### src/mrlb_ram.sv
module mrlb_ram #(
  parameter int WIDTH = 8,
  parameter int DEPTH = 16
) (
  input  logic                     clk_i,
  input  logic                     we_i,
  input  logic [$clog2(DEPTH)-1:0] waddr_i,
  input  logic [WIDTH-1:0]         wdata_i,
  input  logic                     re_i,
  input  logic [$clog2(DEPTH)-1:0] raddr_i,
  output logic [WIDTH-1:0]         rdata_o
);

  logic [WIDTH-1:0] mem_q [DEPTH];
  logic [WIDTH-1:0] rdata_q;

  always_ff @(posedge clk_i) begin
    if (we_i) begin
      mem_q[waddr_i] <= wdata_i;
    end
    if (re_i) begin
      rdata_q <= mem_q[raddr_i];
    end
  end

  assign rdata_o = rdata_q;

endmodule

### config.mk
export PLATFORM = sky130hd
export DESIGN_NAME = mrlb_ram
export DESIGN_NICKNAME = d
export VERILOG_FILES = /design/src/mrlb_ram.sv
export SDC_FILE = /design/constraint.sdc
export NUM_CORES = 1
export LEC_CHECK = 0
export BUFFER_PORTS_ARGS = -buffer_cell sky130_fd_sc_hd__buf_2
export CAP_MARGIN = 20
export CORE_MARGIN = 2
export CORE_UTILIZATION = 23
export DETAILED_ROUTE_END_ITERATION = 16
export GPL_TIMING_DRIVEN = 0
export MAX_ROUTING_LAYER = met4
export PLACE_DENSITY_LB_ADDON = 0.05
export SETUP_SLACK_MARGIN = 0.5
export SYNTH_ARGS = -nofsm -noshare
export SYNTH_HDL_FRONTEND = slang
export SYNTH_SLANG_ARGS = --single-unit
export TNS_END_PERCENT = 30
### constraint.sdc
create_clock -name clk_i -period 4.6 [get_ports clk_i]
set_input_delay 0.23 -clock clk_i [delete_from_list [all_inputs] [get_ports clk_i]]
set_output_delay 0.23 -clock clk_i [all_outputs]
set_load 0.005 [all_outputs]
==> out/summary.txt <==
Hold Path Class -> input pin to flop
Max Slew Vio Count -> 0
Gpl congestion -> 0.672
Maximum number of pins on one net before global-route repair -> 17
CP Capture Type -> flop
Mapped cell area -> 5230 um2
Area grow syn2layout -> 20.0%
Distinct cells, synth -> 18
Root buffer cell -> clkbuf_16
Status -> finished, final reports clean
Share of cells above drive strength 1 -> 0.289
Post-synth ARST share -> 0
Horiz. Die Dim -> 155 um
RSZ-0062 raised after global routing -> false
Vias in the first global route -> 2,582
EDFF count, synth -> 136
Global route overflow -> 0
Gr usage total -> 0.118
Setup Skew -> 0.00543 ns
Initial DRC Count -> 198
Routed wire length -> 12.7 mm
Antenna viol nets, final -> 0
Number of buffers created by CTS -> 17
Clk_lat worst skew -> 0.41 ns
Via count -> 2,388
Fin nets -> 294
Flops & latches, synth -> 136
Drt wl/cell -> 22.2 um
Number of H-tree levels -> 4
Die area -> 24,000 um2
Site Rows -> 55
Slowest CP cell -> mux4_1
Worst-path clk slew -> 0.06 ns
CP required -> 4.75 ns
Crit Path Category -> flop to flop
Static leakage -> 0.00203 uW
Register area share after synthesis -> 0.781
IO Port Bufs -> 25
Clk sinks -> 136
Drt via density -> 4.17
Max Root-Sink Buffers -> 2
Core area -> 22,500 um2
Rel. slew slack -> 0.388
Slowest stage delay, CP -> 0.56 ns
Post-Syn Area per Cell -> 22.8 um2
Tot Pwr -> 2810 uW
Final period util -> 0.371
Peak supply drop -> 129 uV
Final setup fails -> 0
Post-cts resize count -> 0
Hold_buf cts -> 0
Postcts setup bufs -> 0
DRC viols -> 0
WP data arrival -> 1.86 ns
Final Hold Fails -> 0
Die Span Y -> 155 um
Power per Cell Area -> 448 nW/um2
Synthesized Nets -> 248
Syn Inst Count -> 229
Final min period -> 1.71 ns
# diodes -> 0
Number of max-cap violations -> 0
TNS Setup -> 0 ns
Worst-path cell chain -> mux4_1 -> a22oi_1 -> nand2_1
Commonest register cell after synthesis -> edfxtp_1
Initial Util -> 0.232
Crit Path Max Fanout -> 1
1st-pass router iterations -> 4
Initial antenna violation count -> 0
Boundary Pins -> 27
Clock tree from TritonCTS -> done
Detail Placement HPWL -> 8.16 mm
Worst-margin pin slew -> 0.915 ns
Synth Warn # -> 0
Startpoint class of the critical path -> flop
Global-route wire length before repair -> 18.1 mm
FMAX -> 0.586 GHz
## power by group
part | switching (uW) | internal, uW
registers | 5.27 | 1400
logic | 86.5 | 54.0
clock network | 487 | 781
## layout by cell type (no fill, tap or decap), types with 2 or more instances in the layout
cell type,count
a22oi_1,16
buf_2,29
buf_4,2
buf_6,3
bufinv_16,2
clkbuf_1,2
clkbuf_16,17
clkdlybuf4s25_2,3
clkinv_1,4
clkinv_2,4
clkinvlp_4,2
edfxtp_1,136
mux4_1,14
mux4_2,18
nand2_1,9
nand2b_1,2
nand3b_1,2
nor2_1,13
nor3_1,2
nor3_2,2
## synthesized netlist by cell type, types with 2 or more instances
cell type | n | area [um2]
nor3_1 | 4 | 20.0
nor2_1 | 13 | 48.8
mux4_1 | 14 | 368
nand3b_1 | 2 | 15.0
nand2b_1 | 2 | 12.5
buf_6 | 3 | 33.8
edfxtp_1 | 136 | 4080
buf_2 | 3 | 15.0
nand2_1 | 9 | 33.8
a22oi_1 | 16 | 120
mux4_2 | 18 | 405
clkdlybuf4s25_2 | 3 | 30.0
## stage by stage
step	worst slack (ns)	hold WS (ns)	cells	utilization	cell area (um2)
floorplan	2.88	0.329	229	-	5230
global placement	2.08	0.609	539	0.254	5710
detailed placement	2.51	0.611	541	0.255	5730
CTS	2.89	0.171	572	0.279	6270
global route	2.90	0.178	572	0.279	6270
finish	2.89	0.176	572	0.279	6270
## flip-flops by register name, summed over array words and instances (netlist names)
signal / count
mem_q: 128
rdata_o: 8
## layer usage
layer / part of all wire / global-route usage / up-vias
met5: 0 / - / -
met2: 0.49 / 0.183 / 52
met1: 0.45 / 0.146 / 1251
li1: - / - / 1070
met4: 0.021 / 0.0476 / 0
met3: 0.041 / 0.0319 / 15
## final timing paths
check	start	end	slack, ns	depth (start not counted)
worst max-delay path	mem_q[5][0]	rdata_o[0]	2.89	3
worst min-delay path	re_i	rdata_o[5]	0.18	1
worst max register to register	mem_q[5][0]	rdata_o[0]	2.89	3
worst min register to register	mem_q[8][0]	rdata_o[0]	0.77	3
## critical path: cells and delay by family, from the launching register on
kind | cells | cell delay [ns]
flip-flops | 1 | 0.35
AO/OA/AOI/OAI | 1 | 0.43
multiplexers | 1 | 0.56
AND/OR/NAND/NOR | 1 | 0.10
## area by class of cell
class	instances	area (um2)
Buffer	10	86.3
Clock buffer	19	433
Clock inverter	12	110
Fill cell	2196	16200
Multi-Input combinational cell	83	1070
Sequential cell	136	4080
Tap cell	285	357
Timing Repair Buffer	27	138
## cells by family (layout without fill, tap and decap cells)
| family | count (synthesis) | in the layout | synth area share |
|---|---|---|---|
| AND/OR/NAND/NOR | 35 | 35 | 0.0314 |
| multiplexers | 32 | 32 | 0.148 |
| AO/OA/AOI/OAI | 16 | 16 | 0.0230 |
| flip-flops | 136 | 136 | 0.781 |
| buffers and inverters | 10 | 68 | 0.0165 |
Note: power is estimated with default switching activity, not from simulation.
