### config.mk
export PLATFORM = sky130hd
export DESIGN_NAME = mrlb_eval
export DESIGN_NICKNAME = d
export VERILOG_FILES = /design/src/mrlb_pkg.sv /design/src/mrlb_eval.sv
export SDC_FILE = /design/constraint.sdc
export NUM_CORES = 1
export LEC_CHECK = 0
export BUFFER_PORTS_ARGS = -buffer_cell sky130_fd_sc_hd__buf_2
export CORE_ASPECT_RATIO = 0.9
export CORE_MARGIN = 2
export CORE_UTILIZATION = 50
export CTS_CLUSTER_DIAMETER = 100
export CTS_CLUSTER_SIZE = 16
export DETAILED_ROUTE_END_ITERATION = 10
export HOLD_SLACK_MARGIN = 0.03
export PLACE_DENSITY = 0.7
export SLEW_MARGIN = 40
export SYNTH_ARGS = -nofsm -noshare
export SYNTH_HDL_FRONTEND = slang
export SYNTH_SLANG_ARGS = --single-unit
### constraint.sdc
create_clock -name clk_i -period 7.3 [get_ports clk_i]
set_input_delay 0 -clock clk_i [delete_from_list [all_inputs] [get_ports clk_i]]
set_output_delay 0 -clock clk_i [all_outputs]
set_load 0.005 [all_outputs]
### src/mrlb_pkg.sv
package mrlb_pkg;

  localparam int IDX_W   = 13;
  localparam int CNT_W   = 14;
  localparam int PFX_W   = 20;
  localparam int COST_W  = 48;
  localparam int WIDTH_W = 8;
  localparam int LEN_W   = 6;
  localparam int SLACK_W = PFX_W + 3;
  localparam int LCUBE_W = 3 * WIDTH_W;

  localparam int S_TDATA_W = 8;
  localparam int M_TDATA_W = 80;

  localparam logic [WIDTH_W-1:0] WIDTH_RESET = 8'd80;
  localparam logic [COST_W-1:0]  COST_MAX    = {COST_W{1'b1}};

  typedef enum logic [1:0] {
    ST_IDLE,
    ST_SCAN,
    ST_DRAIN,
    ST_FINISH
  } state_e;

  // per-item context for the candidate pipeline
  typedef struct packed {
    logic               clear;
    logic               last;
    logic [WIDTH_W-1:0] width;
    logic [PFX_W-1:0]   pj;
  } eval_ctl_t;

  // one line start, issued with the ring read of the word before it
  typedef struct packed {
    logic             vld;
    logic             ent;
    logic [CNT_W-1:0] start;
    logic [CNT_W-1:0] gap;
  } cand_t;

  typedef struct packed {
    logic              busy;
    logic [COST_W-1:0] cost;
    logic [CNT_W-1:0]  start;
  } eval_sts_t;

endpackage

### src/mrlb_eval.sv
module mrlb_eval (
  input  logic                             clk_i,
  input  logic                             rst_ni,
  input  mrlb_pkg::eval_ctl_t              ctl_i,
  input  mrlb_pkg::cand_t                  cand_i,
  input  logic [mrlb_pkg::PFX_W-1:0]       rd_prefix_i,
  input  logic [mrlb_pkg::COST_W-1:0]      rd_cost_i,
  output mrlb_pkg::eval_sts_t              sts_o
);

  logic [mrlb_pkg::PFX_W-1:0]   prefix_c;
  logic [mrlb_pkg::COST_W-1:0]  before_c;
  logic [mrlb_pkg::PFX_W-1:0]   sum_c;
  logic [mrlb_pkg::SLACK_W-1:0] slack_c;
  logic                         ok_c;

  logic                           s1_vld_q, s2_vld_q, s3_vld_q;
  logic [mrlb_pkg::WIDTH_W-1:0]   s1_slack_q, s2_slack_q;
  logic [mrlb_pkg::COST_W-1:0]    s1_before_q, s2_before_q, s3_before_q;
  logic [mrlb_pkg::CNT_W-1:0]     s1_start_q, s2_start_q, s3_start_q;
  logic [2*mrlb_pkg::WIDTH_W-1:0] s2_sq_q;
  logic [mrlb_pkg::LCUBE_W-1:0]   s3_cube_q;

  logic [mrlb_pkg::COST_W-1:0]    lc_c;
  logic [mrlb_pkg::COST_W:0]      sum_cost_c;
  logic [mrlb_pkg::COST_W-1:0]    cand_cost_c;

  logic [mrlb_pkg::COST_W-1:0]    best_q;
  logic [mrlb_pkg::CNT_W-1:0]     best_start_q;

  // an entry that was never written since the last clear reads as zero
  always_comb begin
    prefix_c = cand_i.ent ? rd_prefix_i : '0;
    before_c = cand_i.ent ? rd_cost_i : '0;
    sum_c    = ctl_i.pj - prefix_c;
    slack_c  = {{(mrlb_pkg::SLACK_W-mrlb_pkg::WIDTH_W){1'b0}}, ctl_i.width}
             - {{(mrlb_pkg::SLACK_W-mrlb_pkg::CNT_W){1'b0}}, cand_i.gap}
             - {{(mrlb_pkg::SLACK_W-mrlb_pkg::PFX_W){1'b0}}, sum_c};
    ok_c     = cand_i.vld && !slack_c[mrlb_pkg::SLACK_W-1]
            && (before_c != mrlb_pkg::COST_MAX);
  end

  always_comb begin
    lc_c        = ctl_i.last ? '0 : mrlb_pkg::COST_W'(s3_cube_q);
    sum_cost_c  = {1'b0, s3_before_q} + {1'b0, lc_c};
    cand_cost_c = (sum_cost_c >= {1'b0, mrlb_pkg::COST_MAX}) ? mrlb_pkg::COST_MAX
                                                            : sum_cost_c[mrlb_pkg::COST_W-1:0];
  end

  always_ff @(posedge clk_i or negedge rst_ni) begin
    if (!rst_ni) begin
      s1_vld_q <= 1'b0;
      s2_vld_q <= 1'b0;
      s3_vld_q <= 1'b0;
    end else begin
      s1_vld_q <= ok_c;
      s2_vld_q <= s1_vld_q;
      s3_vld_q <= s2_vld_q;
    end
  end

  // slack fits 8 bits once known non-negative: it never exceeds the width
  always_ff @(posedge clk_i) begin
    s1_slack_q  <= slack_c[mrlb_pkg::WIDTH_W-1:0];
    s1_before_q <= before_c;
    s1_start_q  <= cand_i.start;

    s2_sq_q     <= (2*mrlb_pkg::WIDTH_W)'(s1_slack_q) * (2*mrlb_pkg::WIDTH_W)'(s1_slack_q);
    s2_slack_q  <= s1_slack_q;
    s2_before_q <= s1_before_q;
    s2_start_q  <= s1_start_q;

    s3_cube_q   <= mrlb_pkg::LCUBE_W'(s2_sq_q) * mrlb_pkg::LCUBE_W'(s2_slack_q);
    s3_before_q <= s2_before_q;
    s3_start_q  <= s2_start_q;
  end

  // starts arrive in ascending order, strict compare keeps the earliest
  always_ff @(posedge clk_i) begin
    if (ctl_i.clear) begin
      best_q       <= mrlb_pkg::COST_MAX;
      best_start_q <= '0;
    end else if (s3_vld_q && (cand_cost_c < best_q)) begin
      best_q       <= cand_cost_c;
      best_start_q <= s3_start_q;
    end
  end

  always_comb begin
    sts_o.busy  = cand_i.vld | s1_vld_q | s2_vld_q | s3_vld_q;
    sts_o.cost  = best_q;
    sts_o.start = best_start_q;
  end

endmodule

==> results.sh <==
export IMPL_hold_viol=0
export IMPL_synth_warnings=0
export IMPL_die_y_um=184
export IMPL_synth_area_leader_cell="dfxtp_1"
export IMPL_dieWidth_um=204
export IMPL_multi_input_area_sq_um=10800
export IMPL_cts_tree="built"
export IMPL_tns_ns=0
export IMPL_grt_max_degree=81
export IMPL_postCtsHoldBufs=71
export IMPL_setup_viol=0
export IMPL_ys_flop_type="dfxtp_1"
export IMPL_synth_edf_count=0
export IMPL_cts_htree_levels=1
export IMPL_synthArstFlopShare_pct=0.984
export IMPL_drtIter0Drc=766
export IMPL_grt_pass1_vias=14000
export IMPL_fp_row_count=65
export IMPL_max_slew_margin_pct=48.1
export IMPL_start_kind="flop"
export IMPL_post_route_util_pct=58.8
export IMPL_numCtsBuffers=23
export IMPL_regArea_sq_um=6120
export IMPL_syn_num_nets=2370
export IMPL_drv_slew=0
export IMPL_post_route_period_util_pct=93.1
export IMPL_crit_type="reg -> reg"
export IMPL_cts_buffer_depth=3
export IMPL_cp_end_kind="flop"
export IMPL_layout_common_cells="301 x dfxtp_1, 207 x inv_1, 192 x ha_1, 192 x buf_2, 185 x nand2_1"
export IMPL_wl_um=41200
export IMPL_critPathRequiredTime_ns=7.73
export IMPL_cts_setup_buffers=0
export IMPL_synth_top_area_share_pct=33.7
export IMPL_dp_hpwl_um=32200
export IMPL_setup_slack_ns=0.504
export IMPL_grt_first_pass_wirelength_um=69200
export IMPL_postSynthAreaPerCell_sq_um=9.25
export IMPL_vias=13900
export IMPL_initial_core_util_pct=51.0
export IMPL_arrival_ns=7.23
export IMPL_placed_cell_area_sq_um=19400
export IMPL_worst_pin_slew_ns=0.779
export IMPL_drc=0
export IMPL_finClkSkew_ns=0.0223
export IMPL_syn_inst=1941
export IMPL_cts_root_buf="clkbuf_16"
export IMPL_clkTransAtPathRegs_ns=0.07
export IMPL_crit_path_max_incr_delay_ns=0.54
export IMPL_post_cts_resized=0
export IMPL_postRouteAntennaNets=0
export IMPL_mostFrequentLayoutCell="dfxtp_1"
export IMPL_ys_ff_latch=305
export IMPL_nFillCells=3096
export IMPL_post_drt_wl_per_cell_um=15.5
export IMPL_io_pin_count=193
export IMPL_synthDistinctLibCells=61
export IMPL_cp_max_fo=64
export IMPL_drt_pass1_iterations=5
export IMPL_track_usage_pct=22.6
export IMPL_routabilityCongestion=0.900
export IMPL_clock_sink_count=305
export IMPL_synthTopCellsByArea="dfxtp_1 34%, ha_1 13%, fa_1 12%"
export IMPL_final_area_sq_um=20700
export IMPL_clk_latency_ns=0.55
export IMPL_post_place_ws_ns=0.588
export IMPL_fin_crit_ns=6.80
export IMPL_dieArea_sq_um=37500
export IMPL_slowest_stage="or4_1"
export IMPL_status="complete, no violations"
export IMPL_hp_class="in -> reg"
export IMPL_fmax_mhz=147
export IMPL_nNetsFinal=2611
export IMPL_antenna_found_initial=0
export IMPL_syn_area_sq_um=18000
export IMPL_cap_violations=0
export IMPL_overflow=0
export IMPL_seq_area_frac_synth_pct=34.1
export IMPL_fp_coreArea_sq_um=35200
export IMPL_drive_gt1_share_pct=12.6
export IMPL_portBuffers=192
export IMPL_grt_setup_unrepaired="false"
export IMPL_vias_per_cell=5.23
export IMPL_areaGrowthSynthToFinish_pct=15.3
## kinds of logic after synthesis
group | synth area share [%]
adder cells (fa/ha/maj) | 25.3
AND/OR/NAND/NOR | 18.7
XOR/XNOR | 5.36
multiplexers | 0.899
buffers and inverters | 5.62
flip-flops | 34.1
other | 0.0418
AO/OA/AOI/OAI | 10.0
## critical path, delay by kind of cell (launching register included)
family,cells,cell delay [ns]
flip-flops,1,0.31
XOR/XNOR,1,0.17
buffers and inverters,3,0.59
AO/OA/AOI/OAI,13,2.72
AND/OR/NAND/NOR,9,2.06
adder cells (fa/ha/maj),3,0.79
## area by class of cell
cell class / count / area share [%]
inverter: 207 / 3.75
timing repair buffer: 271 / 8.48
clock inverter: 3 / 0.199
tap: 469 / 2.83
clock buffer: 25 / 2.81
antenna: 1 / 0.0121
sequential: 305 / 29.6
multi-input combinational: 1374 / 52.4
## worst paths after layout
check / startpoint / to / slack (ns) / cells past startpoint
max reg2reg: s3_cube_q[0]$_DFF_P_ / best_q[26]$_SDFFE_PP1P_ / 0.50 / 29
min in group asynchronous: rst_ni / s1_vld_q$_DFF_PN0_ / 0.36 / 3
max in group asynchronous: rst_ni / s2_vld_q$_DFF_PN0_ / 6.79 / 3
min: ctl_i[0] / s1_slack_q[0]$_DFF_P_ / 0.08 / 6
min reg2reg: s2_before_q[29]$_DFF_P_ / s3_before_q[29]$_DFF_P_ / 0.32 / 0
max: s3_cube_q[0]$_DFF_P_ / best_q[26]$_SDFFE_PP1P_ / 0.50 / 29
## per-stage QoR
step	cells	hold WS [ns]
floorplan	1941	-0.296
global placement	2555	-0.195
detailed placement	2555	-0.193
CTS	2654	0.0707
global route	2654	0.0863
finish	2655	0.0770
## synthesized netlist by cell type, types with 26 or more instances
library cell,count
o21ai_0,36
nor2_1,120
nand2_1,185
or2_2,37
xnor2_1,69
ha_1,192
a21oi_1,93
clkbuf_1,43
nor2b_1,32
a21o_1,48
a31oi_1,44
nor3_1,42
xor2_1,41
inv_1,207
and2_1,126
nand4_1,32
fa_1,107
nand3_1,26
dfxtp_1,302
## routing by layer
layer	track usage [%]	part of all wire, %
met1	31.3	47
met4	4.88	2.0
met2	37.6	46
met3	3.01	5.4
met5	0	0
## state kept, by name, summed over array words and instances, names as in the netlist, 7 cells and up
| register | count |
|---|---|
| s3_cube_q | 24 |
| s2_start_q | 14 |
| s2_before_q | 48 |
| s2_slack_q | 7 |
| s3_before_q | 48 |
| s1_before_q | 48 |
| s3_start_q | 14 |
| s1_slack_q | 8 |
| best_start_q | 14 |
| s1_start_q | 14 |
| best_q | 48 |
| s2_sq_q | 15 |
Power is left out: the tool's default activity adds up to more than one toggle a clock period on the data nets, which glitch-free logic cannot reach.
